==> src/sv/ptd_pkg.sv <==
package ptd_pkg;

   // table geometry
   localparam int SLOTS     = 16;
   localparam int SLOT_BITS = (SLOTS > 1) ? $clog2(SLOTS) : 1;
   localparam int ID_BITS   = 8;

   // field widths
   localparam int CMD_W    = 3;
   localparam int ID_W     = 8;
   localparam int TAG_W    = 8;
   localparam int TIME_W   = 32;
   localparam int STATUS_W = 2;
   localparam int CSR_AW   = 3;
   localparam int CSR_DW   = 32;

   localparam logic [ID_W-1:0] ID_MASK =
      (ID_BITS >= ID_W) ? {ID_W{1'b1}} : ID_W'((1 << ID_BITS) - 1);

   // commands
   localparam logic [CMD_W-1:0] CMD_SERVICE  = 3'd0;
   localparam logic [CMD_W-1:0] CMD_SCHEDULE = 3'd1;
   localparam logic [CMD_W-1:0] CMD_QUEUE    = 3'd2;
   localparam logic [CMD_W-1:0] CMD_REMOVE   = 3'd3;
   localparam logic [CMD_W-1:0] CMD_CHANGE   = 3'd4;
   localparam logic [CMD_W-1:0] CMD_TICK     = 3'd5;

   // result status
   localparam logic [STATUS_W-1:0] STATUS_DONE = 2'd0;
   localparam logic [STATUS_W-1:0] STATUS_FULL = 2'd1;
   localparam logic [STATUS_W-1:0] STATUS_NONE = 2'd2;

   // register select (byte address bit 2)
   localparam logic CSR_SEL_IDLE_EN = 1'b0;
   localparam logic CSR_SEL_ROLL    = 1'b1;

   localparam logic [TIME_W-1:0] ROLL_RESET = 32'h4000_0000;

   typedef struct packed {
      logic [ID_W-1:0]   id;
      logic [TAG_W-1:0]  tag;
      logic [TIME_W-1:0] due;
      logic [TIME_W-1:0] period;
   } slot_type;

   typedef struct packed {
      logic                 en_key;
      logic                 en_due;
      logic                 en_period;
      logic [SLOT_BITS-1:0] addr;
      slot_type             data;
   } wr_type;

endpackage

==> src/sv/periodic_task_dispatcher.sv <==
// Periodic task dispatcher: a table of SLOTS task slots (id, tag, due time,
// period) plus a millisecond time counter.
// Request channel (req_*): one command item per handshake; accepted at a
// rising edge with req_valid high and req_stall low. Commands: service,
// schedule, queue now, remove, change period, clock tick.
// Result channel (rsp_*): exactly one result item per request, held in an
// output register until taken (rsp_valid high, rsp_stall low).
// CSR port: idle_enable at byte 0x0, roll_period at 0x4; writes land on the
// access cycle, pready is tied high.
// Sequence: after acceptance the sequencer sweeps all SLOTS entries through a
// single 32-bit comparator (one slot per cycle), then runs the adder step and
// the table update step, which also loads the result register. req_stall
// stays high until that update is done, so no new item is taken before the
// last one is through.
// A result waiting in the output register does not block acceptance; only the
// final update step waits for the register to drain if rsp_stall is held.
// Reset: all slots empty, time zero, idle_enable 0, roll_period 0x40000000.
module periodic_task_dispatcher (
   input  logic                         clock,
   input  logic                         reset,

   input  logic                         req_valid,
   output logic                         req_stall,
   input  logic [ptd_pkg::CMD_W-1:0]    req_cmd,
   input  logic [ptd_pkg::ID_W-1:0]     req_task_id,
   input  logic [ptd_pkg::TAG_W-1:0]    req_tag,
   input  logic [ptd_pkg::TIME_W-1:0]   req_delay,
   input  logic [ptd_pkg::TIME_W-1:0]   req_period,
   input  logic                         req_update_next,

   output logic                         rsp_valid,
   input  logic                         rsp_stall,
   output logic [ptd_pkg::STATUS_W-1:0] rsp_status,
   output logic                         rsp_dispatched,
   output logic                         rsp_idle,
   output logic [ptd_pkg::ID_W-1:0]     rsp_run_id,
   output logic [ptd_pkg::TAG_W-1:0]    rsp_run_tag,
   output logic                         rsp_present,

   input  logic                         csr_psel,
   input  logic                         csr_penable,
   input  logic                         csr_pwrite,
   input  logic [ptd_pkg::CSR_AW-1:0]   csr_paddr,
   input  logic [ptd_pkg::CSR_DW-1:0]   csr_pwdata,
   output logic [ptd_pkg::CSR_DW-1:0]   csr_prdata,
   output logic                         csr_pready
);
   import ptd_pkg::*;

   // sequencer states
   localparam logic [1:0] ST_IDLE  = 2'd0;
   localparam logic [1:0] ST_SCAN  = 2'd1;
   localparam logic [1:0] ST_CALC  = 2'd2;
   localparam logic [1:0] ST_WRITE = 2'd3;

   localparam logic [SLOT_BITS-1:0] LAST_SLOT = SLOT_BITS'(SLOTS - 1);

   // control
   logic [1:0]           state_ff, state_in;
   logic [SLOT_BITS-1:0] idx_ff, idx_in;
   logic [SLOTS-1:0]     valid_ff, valid_in;
   logic [TIME_W-1:0]    time_now_ff, time_now_in;
   logic                 roll_ff, roll_in;
   logic                 idle_en_ff, idle_en_in;
   logic [TIME_W-1:0]    roll_period_ff, roll_period_in;
   logic                 rsp_valid_ff, rsp_valid_in;

   // latched item
   logic [CMD_W-1:0]     cmd_ff, cmd_in;
   logic [ID_W-1:0]      id_ff, id_in;
   logic [TAG_W-1:0]     tag_ff, tag_in;
   logic [TIME_W-1:0]    delay_ff, delay_in;
   logic [TIME_W-1:0]    period_ff, period_in;
   logic                 upd_ff, upd_in;

   // sweep results
   logic                 best_any_ff, best_any_in;
   logic [SLOT_BITS-1:0] best_idx_ff, best_idx_in;
   logic [TIME_W-1:0]    best_due_ff, best_due_in;
   logic                 any_ff, any_in;        // surviving id match seen
   logic                 multi_ff, multi_in;    // more than one such match
   logic [SLOT_BITS-1:0] first_ff, first_in;    // lowest surviving id match
   logic                 free_any_ff, free_any_in;
   logic [SLOT_BITS-1:0] free_ff, free_in;
   logic                 found_ff, found_in;    // remove freed something
   logic [TIME_W:0]      sum_ff, sum_in;
   logic                 due_ok_ff, due_ok_in;

   // result register
   logic [STATUS_W-1:0]  status_ff, status_in;
   logic                 disp_ff, disp_in;
   logic                 idle_ff, idle_in;
   logic [ID_W-1:0]      run_id_ff, run_id_in;
   logic [TAG_W-1:0]     run_tag_ff, run_tag_in;
   logic                 present_ff, present_in;

   // datapath
   wr_type               wr;
   slot_type             rd;
   logic [SLOT_BITS-1:0] rd_addr;
   logic [SLOT_BITS-1:0] tgt;
   logic [TIME_W-1:0]    cmp_a, cmp_b;
   logic                 cmp_lt;
   logic [TIME_W:0]      add_a, add_b;
   logic [TIME_W-1:0]    tick_time;
   logic [TIME_W-1:0]    sat_sum;
   logic [TIME_W:0]      chg_diff;
   logic [TIME_W:0]      chg_t;
   logic [TIME_W-1:0]    chg_due;
   logic                 scan_v, id_hit, rm_hit;
   logic                 out_free;
   logic                 csr_wr;

   ptd_slot_table u_table (
      .clock   (clock),
      .wr      (wr),
      .rd_addr (rd_addr),
      .rd      (rd)
   );

   // slot the update step works on
   always_comb begin
      case (cmd_ff)
         CMD_SERVICE:             tgt = best_idx_ff;
         CMD_SCHEDULE, CMD_QUEUE: tgt = free_ff;
         default:                 tgt = first_ff;
      endcase
   end

   assign rd_addr = (state_ff == ST_SCAN) ? idx_ff : tgt;

   // the shared comparator: min search during service sweeps, due > now during
   // roll sweeps, due <= now check in the calc step
   always_comb begin
      cmp_a = rd.due;
      cmp_b = best_due_ff;
      if (state_ff == ST_SCAN && cmd_ff == CMD_TICK) begin
         cmp_a = time_now_ff;
         cmp_b = rd.due;
      end else if (state_ff == ST_CALC) begin
         cmp_a = time_now_ff;
         cmp_b = best_due_ff;
      end
   end
   assign cmp_lt = (cmp_a < cmp_b);

   // shared adder operands for the calc step
   always_comb begin
      case (cmd_ff)
         CMD_SCHEDULE: begin
            add_a = {1'b0, time_now_ff};
            add_b = {1'b0, delay_ff};
         end
         CMD_CHANGE: begin
            add_a = {1'b0, rd.due};
            add_b = {1'b0, period_ff};
         end
         default: begin
            add_a = {1'b0, rd.due};
            add_b = {1'b0, rd.period};
         end
      endcase
   end

   assign tick_time = (time_now_ff == {TIME_W{1'b1}}) ? time_now_ff
                                                       : time_now_ff + TIME_W'(1);
   assign sat_sum   = sum_ff[TIME_W] ? {TIME_W{1'b1}} : sum_ff[TIME_W-1:0];
   assign chg_diff  = sum_ff - {1'b0, rd.period};
   assign chg_t     = (sum_ff > {1'b0, rd.period}) ? chg_diff : '0;
   assign chg_due   = chg_t[TIME_W] ? {TIME_W{1'b1}} : chg_t[TIME_W-1:0];

   assign scan_v = valid_ff[idx_ff];
   assign id_hit = scan_v && (rd.id == id_ff);
   assign rm_hit = (cmd_ff == CMD_REMOVE) && id_hit &&
                   ((tag_ff == '0) || ((rd.tag == tag_ff) && !found_ff));

   assign out_free = !rsp_valid_ff || !rsp_stall;
   assign csr_wr   = csr_psel && csr_penable && csr_pwrite && csr_pready;

   always_comb begin
      state_in       = state_ff;
      idx_in         = idx_ff;
      valid_in       = valid_ff;
      time_now_in    = time_now_ff;
      roll_in        = roll_ff;
      idle_en_in     = idle_en_ff;
      roll_period_in = roll_period_ff;
      rsp_valid_in   = rsp_valid_ff;
      cmd_in         = cmd_ff;
      id_in          = id_ff;
      tag_in         = tag_ff;
      delay_in       = delay_ff;
      period_in      = period_ff;
      upd_in         = upd_ff;
      best_any_in    = best_any_ff;
      best_idx_in    = best_idx_ff;
      best_due_in    = best_due_ff;
      any_in         = any_ff;
      multi_in       = multi_ff;
      first_in       = first_ff;
      free_any_in    = free_any_ff;
      free_in        = free_ff;
      found_in       = found_ff;
      sum_in         = sum_ff;
      due_ok_in      = due_ok_ff;
      status_in      = status_ff;
      disp_in        = disp_ff;
      idle_in        = idle_ff;
      run_id_in      = run_id_ff;
      run_tag_in     = run_tag_ff;
      present_in     = present_ff;

      wr             = '0;
      wr.addr        = tgt;
      wr.data.id     = id_ff;
      wr.data.tag    = tag_ff;
      wr.data.due    = sat_sum;
      wr.data.period = period_ff;

      if (rsp_valid_ff && !rsp_stall) begin
         rsp_valid_in = 1'b0;
      end

      if (csr_wr) begin
         if (csr_paddr[2] == CSR_SEL_ROLL) begin
            roll_period_in = csr_pwdata[TIME_W-1:0];
         end else begin
            idle_en_in = csr_pwdata[0];
         end
      end

      case (state_ff)
         ST_IDLE: begin
            if (req_valid) begin
               cmd_in      = req_cmd;
               id_in       = req_task_id & ID_MASK;
               tag_in      = req_tag;
               delay_in    = req_delay;
               period_in   = req_period;
               upd_in      = req_update_next;
               idx_in      = '0;
               best_any_in = 1'b0;
               any_in      = 1'b0;
               multi_in    = 1'b0;
               free_any_in = 1'b0;
               found_in    = 1'b0;
               roll_in     = 1'b0;
               // tick: bump time now so the sweep can roll against it
               if (req_cmd == CMD_TICK) begin
                  time_now_in = tick_time;
                  roll_in     = !(tick_time < roll_period_ff);
               end
               state_in = ST_SCAN;
            end
         end

         ST_SCAN: begin
            if (rm_hit) begin
               valid_in[idx_ff] = 1'b0;
               found_in         = 1'b1;
            end
            if (id_hit && !rm_hit) begin
               if (!any_ff) begin
                  any_in   = 1'b1;
                  first_in = idx_ff;
               end else begin
                  multi_in = 1'b1;
               end
            end
            if (!scan_v && !free_any_ff) begin
               free_any_in = 1'b1;
               free_in     = idx_ff;
            end
            // strict less-than keeps the lowest slot on ties
            if (cmd_ff == CMD_SERVICE && scan_v && (!best_any_ff || cmp_lt)) begin
               best_any_in = 1'b1;
               best_idx_in = idx_ff;
               best_due_in = rd.due;
            end
            // rollover: due above now drops by now, the rest go to zero
            if (cmd_ff == CMD_TICK && roll_ff && scan_v) begin
               wr.en_due   = 1'b1;
               wr.addr     = idx_ff;
               wr.data.due = cmp_lt ? (rd.due - time_now_ff) : '0;
            end
            if (idx_ff == LAST_SLOT) begin
               state_in = ST_CALC;
            end else begin
               idx_in = idx_ff + SLOT_BITS'(1);
            end
         end

         ST_CALC: begin
            sum_in    = add_a + add_b;
            due_ok_in = !cmp_lt;
            state_in  = ST_WRITE;
         end

         ST_WRITE: begin
            if (out_free) begin
               status_in  = STATUS_DONE;
               disp_in    = 1'b0;
               idle_in    = 1'b0;
               run_id_in  = '0;
               run_tag_in = '0;
               present_in = any_ff;
               case (cmd_ff)
                  CMD_SERVICE: begin
                     if (best_any_ff && due_ok_ff) begin
                        disp_in    = 1'b1;
                        run_id_in  = rd.id;
                        run_tag_in = rd.tag;
                        if (rd.period != '0) begin
                           wr.en_due = 1'b1;
                        end else begin
                           // one-shot: slot freed, id may vanish with it
                           valid_in[best_idx_ff] = 1'b0;
                           present_in = multi_ff || (any_ff && (first_ff != best_idx_ff));
                        end
                     end else begin
                        status_in = STATUS_NONE;
                        idle_in   = idle_en_ff;
                     end
                  end
                  CMD_SCHEDULE, CMD_QUEUE: begin
                     if (free_any_ff) begin
                        valid_in[free_ff] = 1'b1;
                        wr.en_key         = 1'b1;
                        wr.en_due         = 1'b1;
                        wr.en_period      = 1'b1;
                        if (cmd_ff == CMD_QUEUE) begin
                           wr.data.due    = time_now_ff;
                           wr.data.period = '0;
                        end
                        present_in = 1'b1;
                     end else begin
                        status_in = STATUS_FULL;
                     end
                  end
                  CMD_REMOVE: begin
                     status_in = found_ff ? STATUS_DONE : STATUS_NONE;
                  end
                  CMD_CHANGE: begin
                     if (any_ff) begin
                        wr.en_due      = upd_ff;
                        wr.data.due    = chg_due;
                        wr.en_period   = 1'b1;
                     end else begin
                        status_in = STATUS_NONE;
                     end
                  end
                  CMD_TICK: begin
                     if (roll_ff) begin
                        time_now_in = '0;
                     end
                  end
                  default: begin
                     status_in = STATUS_NONE;
                  end
               endcase
               rsp_valid_in = 1'b1;
               state_in     = ST_IDLE;
            end
         end

         default: begin
            state_in = ST_IDLE;
         end
      endcase
   end

   always_ff @(posedge clock) begin
      if (reset) begin
         state_ff       <= ST_IDLE;
         valid_ff       <= '0;
         time_now_ff    <= '0;
         roll_ff        <= 1'b0;
         idle_en_ff     <= 1'b0;
         roll_period_ff <= ROLL_RESET;
         rsp_valid_ff   <= 1'b0;
      end else begin
         state_ff       <= state_in;
         valid_ff       <= valid_in;
         time_now_ff    <= time_now_in;
         roll_ff        <= roll_in;
         idle_en_ff     <= idle_en_in;
         roll_period_ff <= roll_period_in;
         rsp_valid_ff   <= rsp_valid_in;
      end
   end

   always_ff @(posedge clock) begin
      idx_ff      <= idx_in;
      cmd_ff      <= cmd_in;
      id_ff       <= id_in;
      tag_ff      <= tag_in;
      delay_ff    <= delay_in;
      period_ff   <= period_in;
      upd_ff      <= upd_in;
      best_any_ff <= best_any_in;
      best_idx_ff <= best_idx_in;
      best_due_ff <= best_due_in;
      any_ff      <= any_in;
      multi_ff    <= multi_in;
      first_ff    <= first_in;
      free_any_ff <= free_any_in;
      free_ff     <= free_in;
      found_ff    <= found_in;
      sum_ff      <= sum_in;
      due_ok_ff   <= due_ok_in;
      status_ff   <= status_in;
      disp_ff     <= disp_in;
      idle_ff     <= idle_in;
      run_id_ff   <= run_id_in;
      run_tag_ff  <= run_tag_in;
      present_ff  <= present_in;
   end

   // busy for the whole sweep and update
   assign req_stall = (state_ff != ST_IDLE);

   assign rsp_valid      = rsp_valid_ff;
   assign rsp_status     = status_ff;
   assign rsp_dispatched = disp_ff;
   assign rsp_idle       = idle_ff;
   assign rsp_run_id     = run_id_ff;
   assign rsp_run_tag    = run_tag_ff;
   assign rsp_present    = present_ff;

   assign csr_pready = 1'b1;
   assign csr_prdata = (csr_paddr[2] == CSR_SEL_ROLL) ? roll_period_ff
                                                      : {{(CSR_DW-1){1'b0}}, idle_en_ff};

endmodule

==> src/sv/ptd_slot_table.sv <==
module ptd_slot_table (
   input  logic                          clock,
   input  ptd_pkg::wr_type               wr,
   input  logic [ptd_pkg::SLOT_BITS-1:0] rd_addr,
   output ptd_pkg::slot_type             rd
);
   import ptd_pkg::*;

   logic [ID_W-1:0]   id_ff     [SLOTS];
   logic [TAG_W-1:0]  tag_ff    [SLOTS];
   logic [TIME_W-1:0] due_ff    [SLOTS];
   logic [TIME_W-1:0] period_ff [SLOTS];

   always_ff @(posedge clock) begin
      if (wr.en_key) begin
         id_ff[wr.addr]  <= wr.data.id;
         tag_ff[wr.addr] <= wr.data.tag;
      end
      if (wr.en_due) begin
         due_ff[wr.addr] <= wr.data.due;
      end
      if (wr.en_period) begin
         period_ff[wr.addr] <= wr.data.period;
      end
   end

   // single read port, one address per cycle
   assign rd.id     = id_ff[rd_addr];
   assign rd.tag    = tag_ff[rd_addr];
   assign rd.due    = due_ff[rd_addr];
   assign rd.period = period_ff[rd_addr];

endmodule

==> config.mk <==
export PLATFORM = sky130hd
export DESIGN_NAME = periodic_task_dispatcher
export DESIGN_NICKNAME = d
export VERILOG_FILES = /design/src/sv/ptd_pkg.sv /design/src/sv/periodic_task_dispatcher.sv /design/src/sv/ptd_slot_table.sv
export SDC_FILE = /design/constraint.sdc
export NUM_CORES = 2
export LEC_CHECK = 0
export BUFFER_PORTS_ARGS = -buffer_cell sky130_fd_sc_hd__buf_2
export CAP_MARGIN = 20
export CORE_ASPECT_RATIO = 1.25
export CORE_MARGIN = 5
export CORE_UTILIZATION = 55
export DETAILED_ROUTE_END_ITERATION = 8
export PLACE_DENSITY = 0.72
export SYNTH_ARGS = -nofsm -noshare
export SYNTH_HDL_FRONTEND = slang
export SYNTH_SLANG_ARGS = --single-unit
==> constraint.sdc <==
create_clock -name clock -period 16.1 [get_ports clock]
set_input_delay 0.805 -clock clock [delete_from_list [all_inputs] [get_ports clock]]
set_output_delay 0.805 -clock clock [all_outputs]
set_load 0.01 [all_outputs]
==> impl_metrics.csv <==
group,metric,value,unit
worst_hold_path,worstHoldStart,"req_delay[27]",
worst_hold_path,hold_class,"primary input to flip-flop",
cts,clkSlewWorstSetupHoldPaths,0.06,ns
power_and_ir_drop,power_density,245,nW/um2
cts,ctsResizeCount,0,
yosys,synth_nets,6532,
worst_setup_path,cp-start-kind,"flip-flop",
worst_setup_path,r2r_start,"state_ff[1]",
global_routing,overflow,0,
power_and_ir_drop,p_seq_share,27.3,%
global_routing,antenna_found_initial,5,
die,ioPinCount,182,
global_routing,grt_max_degree,128,
cts,cts_max_level,4,
cells_and_area,drive_gt1_share,11.3,%
die,core,132000,um2
power_and_ir_drop,p_int,10.9,mW
cts,cts.sinks,1557,
timing,finalCriticalPeriod,9.47,ns
power_and_ir_drop,comb_power_share,55.1,%
yosys,yosys-top-cells-count,"edfxtp_1, nand2_1, o21ai_0",
drt,antenna_left,0,
worst_setup_path,worstPathArrival,9.91,ns
drt,drtIter0Drc,7118,
yosys,syn_area,73000,um2
drt,wl,224000,um
timing,fin_crit_sh,58.8,%
timing,fmax,106,MHz
timing,finalSetupTns,0,ns
worst_setup_path,rr_worst_depth,27,
power_and_ir_drop,p_sw_share,45.1,%
timing,drv_slew,0,
power_and_ir_drop,p_sw,8.97,mW
yosys,synth_most_common_cell,"edfxtp_1",
yosys,yosysTopAreaCell,"edfxtp_1",
timing,rsz0062_at_grt,"no",
cts,clock_path_buffers,3,
power_and_ir_drop,ir_drop,0.189,mV
worst_setup_path,cp_common_cell,"a21o_1",
drt,drcViolationCount,0,
drt,wl_per_cell,27.3,um
cts,cts_tree,"yes",
worst_setup_path,regToRegEndpoint,"u_table.due_ff[0][19]",
power_and_ir_drop,power.total,19.9,mW
yosys,synthTopCellsByArea,"edfxtp_1, nand2_1, ha_1, o21ai_0, nand3_1",
worst_setup_path,r2r_slack,6.63,ns
cells_and_area,fillCellCount,10200,
drt,viasPerCell,6.53,
global_routing,grt_pass1_wl,328000,um
worst_setup_path,required,16.54,ns
power_and_ir_drop,clkPwrFrac,17.5,%
timing,worstMarginPinSlew,1.13,ns
die,dieHeight,417,um
worst_setup_path,worstPathMaxFanout,62,
yosys,synth_seq_area_share,62.9,%
die,num_rows,149,
timing,hold_viol,0,
global_routing,grt_pass1_vias,51400,
placement,numPortBuffers,178,
yosys,synth-seq-cells,1557,
worst_setup_path,path_class,"flip-flop to flip-flop",
yosys,async_flop_share,0,%
timing,fin_worst_skew,0.0263,ns
placement,place_congestion,0.979,
drt,firstDrtPassIters,6,
global_routing,track_usage,31.3,%
cts,post-cts-setup-buffers,0,
timing,setup_viol,0,
run_status,status,"finished, final reports clean",
worst_hold_path,min_path_cells,1,
cts,numCtsBuffers,151,
yosys,synth_top_area_share,60.5,%
yosys,synth_edf_count,1472,
yosys,synth_top_flop_cell,"edfxtp_1",
cells_and_area,area_growth,11.1,%
cells_and_area,nNetsFinal,6670,
worst_setup_path,max_stage_delay,0.85,ns
yosys,yosysUniqueCellTypes,107,
placement,hpwlAfterDp,137000,um
power_and_ir_drop,leakage,28.5,nW
worst_setup_path,cp-end-kind,"flip-flop",
cts,worstSkewPairLatency,0.80,ns
worst_hold_path,holdPathEnd,"delay_ff[27]",
cts,clock-root-buffer,"clkbuf_16",
yosys,synth_area_per_cell,11.7,um2
timing,slew_headroom,23.6,%
flow_run,maxCapViolations,0,
worst_setup_path,crit_path_top_delay_cell,"o31ai_1",
cts,cts_hold_buffers,0,
drt,vias,53700,
die,dieArea,140000,um2
yosys,syn_inst,6236,
die,start_util,55.3,%
yosys,ys_warn_count,0,
die,die_w,336,um
[critical path, delay by kind of cell (launching register included)]
family | cells | cell delay (ns)
AOI/OAI and AO/OA | 12 | 2.99
muxes | 1 | 0.16
and+or+nand+nor | 7 | 1.97
buffers and inverters | 5 | 2.49
DFF | 1 | 0.33
adders and majority gates | 2 | 0.87
[through the flow]
step / instances / hold slack (ns) / area, um2 / util (%) / worst slack [ns]
global placement: 7937 / 0.443 / 76100 / 57.6 / 6.71
CTS: 8219 / 0.126 / 81000 / 61.4 / 6.47
floorplan: 6236 / 0.436 / 73000 / - / 3.84
global route: 8232 / 0.153 / 81100 / 61.5 / 6.38
finish: 8234 / 0.175 / 81100 / 61.5 / 6.63
detailed placement: 7944 / 0.446 / 76200 / 57.7 / 6.52
[final cells by class]
class                           instances  area, um2  share of cell area, %
Antenna cell                            2       5.00                0.00617
Clock inverter                         92        840                   1.03
Clock buffer                          183       4010                   4.95
Inverter                              121        457                  0.563
Timing Repair Buffer                  377       2450                   3.02
Tap cell                             1736       2170                   2.68
Sequential cell                      1557      45900                   56.6
Multi-Input combinational cell       4166      25300                   31.2
[logic make-up (layout without fill, tap and decap cells)]
logic type / after synthesis / count (layout) / share of synthesized area [%]
flip-flops: 1557 / 1557 / 62.9
other: 1 / 3 / 0.00514
buffers and inverters: 513 / 773 / 3.04
AND/OR/NAND/NOR: 2166 / 2166 / 13.3
multiplexers: 153 / 153 / 2.21
AO/OA/AOI/OAI: 1534 / 1534 / 13.9
XOR/XNOR: 142 / 142 / 1.70
adder cells (fa/ha/maj): 170 / 170 / 2.94
[state kept, by name (all words and copies together), names as in the netlist, 16 cells and up]
register	count
best_due_ff	32
delay_ff	32
period_ff	32
roll_period_ff	32
sum_ff	33
time_now_ff	32
u_table.due_ff	512
u_table.id_ff	128
u_table.period_ff	512
u_table.tag_ff	128
valid_ff	16
[cell usage in the layout (no fill, tap or decap), drive strengths merged, types with 19 or more instances in the layout]
cell / n
buf: 377
o22ai: 57
and3: 68
nand2b: 37
and2: 62
xnor2: 105
nand4: 47
a2111oi: 22
clkbuf: 183
o211ai: 32
mux2i: 135
nor2b: 53
a221oi: 75
dfxtp: 85
a21boi: 21
ha: 167
a31oi: 71
a211oi: 73
a311oi: 59
nor4: 32
edfxtp: 1472
nand2: 1086
xor2: 37
inv: 125
a22oi: 58
nor2: 301
clkinv: 71
a21o: 88
a21oi: 346
or3: 19
nor3: 50
nand3: 355
o221ai: 39
o21ai: 391
[power by group through the flow]
stage / logic, mW / registers [mW] / clock network, mW
after floorplan: 7.41 / 5.44 / 0
after global placement: 10.4 / 5.53 / 0
after detailed placement: 10.6 / 5.53 / 0
after CTS: 10.7 / 5.44 / 3.52
after global routing: 11.8 / 5.45 / 3.69
final: 11.0 / 5.44 / 3.49
[worst max path at each step]
| stage | from | end | slack [ns] | cells after the start |
|---|---|---|---|---|
| final | state_ff[1] | u_table.due_ff[0][19] | 6.63 | 27 |
| after global routing | state_ff[1] | u_table.due_ff[13][29] | 6.38 | 25 |
| after CTS | state_ff[1] | u_table.due_ff[9][31] | 6.47 | 25 |
| after detailed placement | state_ff[1] | u_table.due_ff[1][31] | 6.52 | 25 |
| after global placement | state_ff[1] | u_table.due_ff[2][31] | 6.71 | 25 |
| after floorplan | state_ff[1] | best_any_ff | 3.84 | 31 |
[per-layer routing]
metal / vias to the layer above / share of wire (%) / track usage (%)
li1: 23700 / - / -
met1: 26300 / 37 / 39.8
met2: 3003 / 48 / 51.6
met3: 679 / 9.2 / 5.26
met4: 0 / 6.1 / 16.7
met5: - / 0 / 0
Power figures use the tool's default switching activity.
